File: src/rtl/pcl_pkg.sv
// ----------------------------------------------------------------------------
// pcl_pkg
// shared types and codes for the positional circular list core
// ----------------------------------------------------------------------------
package pcl_pkg;

  localparam int IN_TDATA_W  = 40;
  localparam int OUT_TDATA_W = 48;
  localparam int CMD_W       = 3;
  localparam int POS_W       = 5;
  localparam int DATA_W      = 32;
  localparam int LEN_W       = 5;

  typedef enum logic [CMD_W-1:0] {
    CMD_INS_FIRST = 3'd0,
    CMD_INS_LAST  = 3'd1,
    CMD_INS_AT    = 3'd2,
    CMD_DEL_FIRST = 3'd3,
    CMD_DEL_LAST  = 3'd4,
    CMD_DEL_AT    = 3'd5
  } cmd_t;

  typedef enum logic [1:0] {
    ST_OK     = 2'd0,
    ST_BADPOS = 2'd1,
    ST_UNDER  = 2'd2,
    ST_OVER   = 2'd3
  } status_t;

  // what every cell of the row is told to do
  typedef enum logic [1:0] {
    CELL_HOLD,
    CELL_INS,
    CELL_DEL,
    CELL_ROT
  } cell_op_t;

  typedef enum logic [1:0] {
    S_IDLE,
    S_OP,
    S_EMIT,
    S_ONE
  } state_t;

endpackage

File: src/rtl/pcl_cell.sv
// ----------------------------------------------------------------------------
// pcl_cell
// one list position: holds a value, takes it from a neighbor on shifts
// ----------------------------------------------------------------------------
module pcl_cell
  import pcl_pkg::*;
#(
  parameter int INDEX = 0,
  parameter int IDX_W = 4,
  parameter int W     = 32
) (
  input  logic                clk,
  input  cell_op_t            op,
  input  logic [IDX_W-1:0]    sel_idx,
  input  logic [IDX_W-1:0]    last_idx,
  input  logic signed [W-1:0] new_val,
  input  logic signed [W-1:0] left_val,
  input  logic signed [W-1:0] right_val,
  input  logic signed [W-1:0] wrap_val,
  output logic signed [W-1:0] val
);

  localparam logic [IDX_W-1:0] MY_IDX = IDX_W'(INDEX);

  logic signed [W-1:0] val_next;

  always_comb begin
    val_next = val;
    case (op)
      CELL_INS: begin
        if (MY_IDX > sel_idx) begin
          val_next = left_val;
        end else if (MY_IDX == sel_idx) begin
          val_next = new_val;
        end
      end
      CELL_DEL: begin
        if (MY_IDX >= sel_idx && MY_IDX < last_idx) begin
          val_next = right_val;
        end
      end
      CELL_ROT: begin
        // head leaves at cell 0 and wraps back in at the tail
        if (MY_IDX < last_idx) begin
          val_next = right_val;
        end else if (MY_IDX == last_idx) begin
          val_next = wrap_val;
        end
      end
      default: val_next = val;
    endcase
  end

  always_ff @(posedge clk) begin
    val <= val_next;
  end

endmodule

File: src/rtl/positional_circular_list_core.sv
// ----------------------------------------------------------------------------
// positional_circular_list_core
// ordered list of signed values kept in a row of cells; insert and delete by
// position, then stream the whole list out from head to tail
// ----------------------------------------------------------------------------
// a good command passes through S_OP, where the cell row is updated, and
// then S_EMIT, which loads a result into the output register whenever it
// is free, with one rotation step of the cell row per result; a failed
// command (or deleting the only entry) goes to S_ONE for a single item
// one command is in flight at a time; results wait in an output register
// reset (synchronous): list empty, output idle; cell contents are left as is
// ----------------------------------------------------------------------------
module positional_circular_list_core
  import pcl_pkg::*;
#(
  parameter int CAPACITY   = 16,
  parameter int VALUE_BITS = 32
) (
  input  logic                   clk,
  input  logic                   rst,
  input  logic                   s_axis_tvalid,
  output logic                   s_axis_tready,
  // command [2:0], position [7:3], value [39:8]
  input  logic [IN_TDATA_W-1:0]  s_axis_tdata,
  output logic                   m_axis_tvalid,
  input  logic                   m_axis_tready,
  // status [1:0], element [33:2], element_position [38:34], list_empty [39],
  // list_length [44:40], zero fill [47:45]
  output logic [OUT_TDATA_W-1:0] m_axis_tdata,
  output logic                   m_axis_tlast
);

  localparam int IDX_W = $clog2(CAPACITY);
  localparam int CNT_W = $clog2(CAPACITY + 1);
  localparam int CMP_W = ((CNT_W > POS_W) ? CNT_W : POS_W) + 1;

  state_t              state, state_next;
  logic [CNT_W-1:0]    count;
  logic [CNT_W-1:0]    emit_n;
  cell_op_t            op_mode;
  logic [IDX_W-1:0]    op_idx;
  logic signed [VALUE_BITS-1:0] ins_val;
  status_t             one_status;

  logic                out_valid;
  status_t             out_status;
  logic signed [DATA_W-1:0] out_elem;
  logic [POS_W-1:0]    out_epos;
  logic                out_empty;
  logic [LEN_W-1:0]    out_len;
  logic                out_last;

  // input fields
  logic [CMD_W-1:0]          in_cmd;
  logic [POS_W-1:0]          in_pos;
  logic signed [DATA_W-1:0]  in_value;
  logic signed [VALUE_BITS-1:0] in_fit;
  logic [CMP_W-1:0]          pos_w, cnt_w;

  assign in_cmd   = s_axis_tdata[CMD_W-1:0];
  assign in_pos   = s_axis_tdata[CMD_W+POS_W-1:CMD_W];
  assign in_value = s_axis_tdata[CMD_W+POS_W+DATA_W-1:CMD_W+POS_W];
  assign in_fit   = VALUE_BITS'(in_value);
  assign pos_w    = CMP_W'(in_pos);
  assign cnt_w    = CMP_W'(count);

  logic     accept;
  logic     dec_known, dec_fail;
  status_t  dec_status;
  cell_op_t dec_mode;
  logic [IDX_W-1:0] dec_idx;
  logic     is_full, is_empty;

  assign s_axis_tready = (state == S_IDLE);
  assign accept        = s_axis_tvalid && s_axis_tready;
  assign is_full       = (cnt_w >= CMP_W'(CAPACITY));
  assign is_empty      = (count == '0);

  always_comb begin
    dec_known  = 1'b1;
    dec_fail   = 1'b0;
    dec_status = ST_OK;
    dec_mode   = CELL_INS;
    dec_idx    = '0;
    case (cmd_t'(in_cmd))
      CMD_INS_FIRST: begin
        if (is_full) begin
          dec_fail   = 1'b1;
          dec_status = ST_OVER;
        end
      end
      CMD_INS_LAST: begin
        dec_idx = IDX_W'(count);
        if (is_full) begin
          dec_fail   = 1'b1;
          dec_status = ST_OVER;
        end
      end
      CMD_INS_AT: begin
        dec_idx = IDX_W'(pos_w - CMP_W'(1));
        if (pos_w == '0 || pos_w > cnt_w + CMP_W'(1)) begin
          dec_fail   = 1'b1;
          dec_status = ST_BADPOS;
        end else if (is_full) begin
          dec_fail   = 1'b1;
          dec_status = ST_OVER;
        end
      end
      CMD_DEL_FIRST: begin
        dec_mode = CELL_DEL;
        if (is_empty) begin
          dec_fail   = 1'b1;
          dec_status = ST_UNDER;
        end
      end
      CMD_DEL_LAST: begin
        dec_mode = CELL_DEL;
        dec_idx  = IDX_W'(cnt_w - CMP_W'(1));
        if (is_empty) begin
          dec_fail   = 1'b1;
          dec_status = ST_UNDER;
        end
      end
      CMD_DEL_AT: begin
        dec_mode = CELL_DEL;
        dec_idx  = IDX_W'(pos_w - CMP_W'(1));
        if (is_empty) begin
          dec_fail   = 1'b1;
          dec_status = ST_UNDER;
        end else if (pos_w == '0 || pos_w > cnt_w) begin
          dec_fail   = 1'b1;
          dec_status = ST_BADPOS;
        end
      end
      default: dec_known = 1'b0;
    endcase
  end

  // output register handshake
  logic out_free, out_load, emit_last;

  assign out_free  = !out_valid || m_axis_tready;
  assign out_load  = out_free && (state == S_EMIT || state == S_ONE);
  assign emit_last = (emit_n + CNT_W'(1) == count);

  // cell row
  logic signed [VALUE_BITS-1:0] cell_val [CAPACITY];
  cell_op_t         cell_op;
  logic [IDX_W-1:0] last_idx;

  assign last_idx = IDX_W'(count - CNT_W'(1));

  always_comb begin
    case (state)
      S_OP:    cell_op = op_mode;
      S_EMIT:  cell_op = out_free ? CELL_ROT : CELL_HOLD;
      default: cell_op = CELL_HOLD;
    endcase
  end

  for (genvar i = 0; i < CAPACITY; i++) begin : g_cell
    logic signed [VALUE_BITS-1:0] left_v, right_v;
    if (i == 0) begin : g_head
      assign left_v = '0;
    end else begin : g_left
      assign left_v = cell_val[i-1];
    end
    if (i == CAPACITY - 1) begin : g_end
      assign right_v = '0;
    end else begin : g_right
      assign right_v = cell_val[i+1];
    end
    pcl_cell #(
      .INDEX (i),
      .IDX_W (IDX_W),
      .W     (VALUE_BITS)
    ) u_cell (
      .clk       (clk),
      .op        (cell_op),
      .sel_idx   (op_idx),
      .last_idx  (last_idx),
      .new_val   (ins_val),
      .left_val  (left_v),
      .right_val (right_v),
      .wrap_val  (cell_val[0]),
      .val       (cell_val[i])
    );
  end

  // control state machine
  always_ff @(posedge clk) begin
    if (rst) begin
      state <= S_IDLE;
    end else begin
      state <= state_next;
    end
  end

  always_comb begin
    state_next = state;
    case (state)
      S_IDLE: begin
        if (accept && dec_known) begin
          state_next = dec_fail ? S_ONE : S_OP;
        end
      end
      S_OP: begin
        // deleting the only entry leaves a single empty-list item
        if (op_mode == CELL_DEL && count == CNT_W'(1)) begin
          state_next = S_ONE;
        end else begin
          state_next = S_EMIT;
        end
      end
      S_EMIT: begin
        if (out_free && emit_last) begin
          state_next = S_IDLE;
        end
      end
      S_ONE: begin
        if (out_free) begin
          state_next = S_IDLE;
        end
      end
      default: state_next = S_IDLE;
    endcase
  end

  always_ff @(posedge clk) begin
    if (rst) begin
      count     <= '0;
      out_valid <= 1'b0;
    end else begin
      if (state == S_OP) begin
        count <= (op_mode == CELL_INS) ? count + CNT_W'(1) : count - CNT_W'(1);
      end
      if (out_load) begin
        out_valid <= 1'b1;
      end else if (m_axis_tready) begin
        out_valid <= 1'b0;
      end
    end
  end

  always_ff @(posedge clk) begin
    if (accept) begin
      op_mode    <= dec_mode;
      op_idx     <= dec_idx;
      ins_val    <= in_fit;
      one_status <= dec_status;
    end
    if (state == S_OP) begin
      emit_n <= '0;
    end else if (state == S_EMIT && out_free) begin
      emit_n <= emit_n + CNT_W'(1);
    end
    if (out_load) begin
      out_len   <= LEN_W'(count);
      out_empty <= (count == '0);
      if (state == S_EMIT) begin
        out_status <= ST_OK;
        out_elem   <= DATA_W'(cell_val[0]);
        out_epos   <= POS_W'(emit_n + CNT_W'(1));
        out_last   <= emit_last;
      end else begin
        out_status <= one_status;
        out_elem   <= '0;
        out_epos   <= '0;
        out_last   <= 1'b1;
      end
    end
  end

  assign m_axis_tvalid = out_valid;
  assign m_axis_tlast  = out_last;
  assign m_axis_tdata  = {3'b000, out_len, out_empty, out_epos, out_elem, out_status};

endmodule

File: config.mk
export PLATFORM = sky130hd
export DESIGN_NAME = positional_circular_list_core
export DESIGN_NICKNAME = d
export VERILOG_FILES = /design/src/rtl/pcl_pkg.sv /design/src/rtl/pcl_cell.sv /design/src/rtl/positional_circular_list_core.sv
export SDC_FILE = /design/constraint.sdc
export NUM_CORES = 2
export LEC_CHECK = 0
export ABC_AREA = 1
export ABC_CLOCK_PERIOD_IN_PS = 7600
export BUFFER_PORTS_ARGS = -buffer_cell sky130_fd_sc_hd__buf_2
export CORE_UTILIZATION = 55
export CTS_CLUSTER_DIAMETER = 50
export DETAILED_ROUTE_END_ITERATION = 6
export PLACE_DENSITY = 0.78
export SYNTH_ARGS = -nofsm -noshare
export SYNTH_HDL_FRONTEND = slang
export SYNTH_SLANG_ARGS = --single-unit
File: constraint.sdc
create_clock -name clk -period 7.6 [get_ports clk]
set_input_delay 0 -clock clk [delete_from_list [all_inputs] [get_ports clk]]
set_output_delay 0 -clock clk [all_outputs]
set_load 0.005 [all_outputs]
==> results_dict.tcl <==
set metrics [dict create \
    outcome "finished, violations left" \
    violations "DRC" \
    yosysWarningCount 0 \
    clk_pin_slew_ns 0.06 \
    regArea_um2 18220 \
    fin_crit_sh_pct 62.58 \
    yosys-top-cells-area "edfxtp_1 53%, o221ai_1 8.3%, nand2_1 8.3%" \
    min-delay-start "s_axis_tdata[5]" \
    r2r_cells 11 \
    drc_errors 1 \
    critical_path_required_ns 7.81 \
    period_needed_ns 4.756 \
    drtAntennaViolNets 0 \
    r2r_slack_ns 2.84 \
    cp_top_family "simple AND/OR/NAND/NOR gates" \
    viasPerCell 6.807 \
    area_delta_synth_final_pct 10.96 \
    worst-path-buf-inv 3 \
    end_kind "flip-flop" \
    layout-drive-gt1-share_pct 11.60 \
    comb_power_share_pct 43.5 \
    min_path_type "in2reg" \
    p_sw_share_pct 43.03 \
    p_per_area_nw_per_um2 462.3 \
    cp_slowest_cell "nor2_4" \
    cts_tree "built" \
    ys_async_sr_fraction_pct 0 \
    overflow 0 \
    netlist_area_um2 34040 \
    wirelength_mm 112.1 \
    row_count 90 \
    pwr-share-clk_pct 19.4 \
    io_pins 95 \
    final_hold_viol_count 0 \
    met1_usage_pct 49.45 \
    grtUsageTotal_pct 35.15 \
    critPathMaxStageDelay_ns 1.06 \
    globalplace.congestion 0.9356 \
    p_sw_mw 7.513 \
    met3_usage_pct 13.29 \
    die_width_um 250.8 \
    cts.sinks 611 \
    vdd_drop_max_v 0.0003963 \
    grt_pass1_wl_mm 169.2 \
    first_iter_violations 5703 \
    nets 3639 \
    fin_tns_setup_ns 0 \
    clockBufferDepth 3 \
    first_pass_iters 7 \
    vias 29977 \
    synth_cells 3572 \
    crit_top_cell "nand2_1" \
    io_buffers 91 \
    arrival_ns 4.97 \
    synthMuxAreaShare_pct 0 \
    netlist.top_cell.by_area "edfxtp_1" \
    maxCapViolCount 0 \
    synth_top_area_share_pct 52.76 \
    critPathMaxFanout 88 \
    whs_ns 0.03104 \
    r2r_start "state[0]" \
    cts-root-buf "clkbuf_16" \
    cts-resized-gates 0 \
    setup_viol 0 \
    internal-power_mw 9.947 \
    busiest_layer "met2" \
    synth-compound-area-share_pct 24.06 \
    fmax_mhz 210.3 \
    rsz0062_at_grt "false" \
    path_class "reg2reg" \
    synth_top_family_by_area "compound AO/OA/AOI/OAI gates" \
    endpoint "g_cell[10].u_cell.val[10]" \
    antenna_cells 0 \
    ys_types 44 \
    grt_use_met2_pct 49.48 \
    grt_pass1_vias 27994 \
    syn_avg_cell_area_um2 9.528 \
    cts_buffers 68 \
    clock_latency_ns 0.62 \
    grt_start_max_net_pins 187 \
    start_util_pct 56.08 \
    cp-startpoint "state[0]" \
    die-area_um2 62880 \
    r2r_end "g_cell[10].u_cell.val[10]" \
    grt_antenna_before_repair 0 \
    synth_xor_area_share_pct 0.1029 \
    min_path_cells 5 \
    crit_cells 11 \
    total_power_mw 17.46 \
    leakage_nw 14.23 \
    cts_setup_buffers 0 \
    fin_skew_ns 0.02245 \
    cts_hold_buf 43 \
    synth-edff-count 598 \
    multiInputGateArea_um2 12970 \
    slew_violations 0 \
    hpwlAfterDp_mm 72.47 \
    path_cells "inv_1 > ha_2 > nand2_2 > nand2_1 > nand2_8 > inv_6 > nand2_1 > nand2_1 > inv_1 > o21ai_0 > nor2_4" \
    fillers 4731 \
    core_area_um2 60700 \
    ys_seq_area_share_pct 53.53 \
    p_seq_share_pct 37.1 \
    synth_simple_gate_area_share_pct 12.07 \
    worst_slew_margin_rel_pct 6.687 \
    cts_htree_levels 3 \
    die_h_um 250.8 \
    ys_ff_latch 611 \
    ys.flop_type "edfxtp_1" \
    worst_setup_path_start_kind "flip-flop" \
    tightest_slew_ns 1.394 \
    wl_per_cell_um 25.45 \
    synthAdderAreaFrac_pct 0.8088 \
]
## logic make-up (layout without fill, tap and decap cells)
| family | after synthesis | after routing |
|---|---|---|
| compound gates | 1134 | 1134 |
| xor+xnor | 4 | 4 |
| fa+ha+maj | 22 | 22 |
| buf+inv | 795 | 843 |
| flops | 611 | 611 |
| other cells | 1 | 3 |
| simple gates | 1005 | 1005 |
## state kept, by name, summed over array words and instances (netlist names)
name,count
count,5
emit_n,5
g_cell.u_cell.val,512
ins_val,32
m_axis_tlast,1
m_axis_tvalid,1
one_status,2
op_idx,4
op_mode,2
out_elem,32
out_empty,1
out_epos,5
out_len,5
out_status,2
state,2
## synthesized netlist by cell type, drive strengths merged (5+ instances only)
master and count:
a211oi 5, a21oi 103, buf 119, clkbuf 152, clkinv 14, dfxtp 13, edfxtp 598, ha 22
inv 510, nand2 774, nand3 127, nor2 91, o211ai 324, o21ai 291, o21bai 8, o221ai 324
o22ai 70
## worst reg2reg max path: stages (launching register included)
cell	delay, ns
dfxtp_1	0.38
inv_1	0.11
ha_2	0.46
nand2_2	0.25
nand2_1	0.15
nand2_8	0.47
inv_6	0.31
nand2_1	0.30
nand2_1	0.50
inv_1	0.21
o21ai_0	0.15
nor2_4	1.06
## cells in the final DEF (no fill, tap or decap), types with 20 or more instances in the layout
cell type and count:
inv_2 22, nand2_1 750, o22ai_1 70, ha_1 21, a21oi_1 96, edfxtp_1 598
o211ai_2 57, inv_1 486, clkbuf_16 73, nor2_1 62, nand3_1 126, o221ai_1 324
o21ai_0 276, nand2_2 20, buf_2 91, o211ai_1 267, buf_4 65, dlygate4sd3_1 43
## how the worst min path moves through the flow
stage / end / slack [ns]
after floorplan: m_axis_tvalid / 0.07
after global placement: ins_val[15] / 0.18
after detailed placement: ins_val[11] / 0.18
after CTS: one_status[1] / 0.009
after global routing: one_status[1] / 0.10
final: op_idx[2] / 0.03
## power groups by stage
stage	sequential, mW	combinational, mW	clock, mW
after global placement	6.45	7.03	0
after CTS	6.42	7.28	3.38
after floorplan	6.28	4.98	0
after global routing	6.56	8.05	3.50
final	6.48	7.60	3.39
after detailed placement	6.46	7.22	0
## metrics by stage
stage | setup slack [ns] | cell area [um^2] | utilization (%) | std cells
detailed placement | 2.964 | 35110 | 57.84 | 4242
floorplan | 3.041 | 34040 | - | 3574
global placement | 3.014 | 35110 | 57.84 | 4242
global route | 2.595 | 37770 | 62.22 | 4404
CTS | 2.974 | 37770 | 62.22 | 4404
finish | 2.844 | 37770 | 62.22 | 4404
## per-layer routing
layer	wire, um	part of all wire [%]	vias up
met1	41460	37	13709
met5	89	0.079	-
met2	45930	41	2869
met4	4112	3.7	2
li1	-	-	13027
met3	20510	18	370
## layout make-up
cell class	count	share of cell area, %
Sequential cell	611	48.24
Multi-Input combinational cell	2168	34.36
Inverter	524	5.228
Clock buffer	94	5.099
Timing Repair Buffer	200	3.691
Tap cell	782	2.591
Clock inverter	25	0.7951
(Power assumes the default switching activity.)
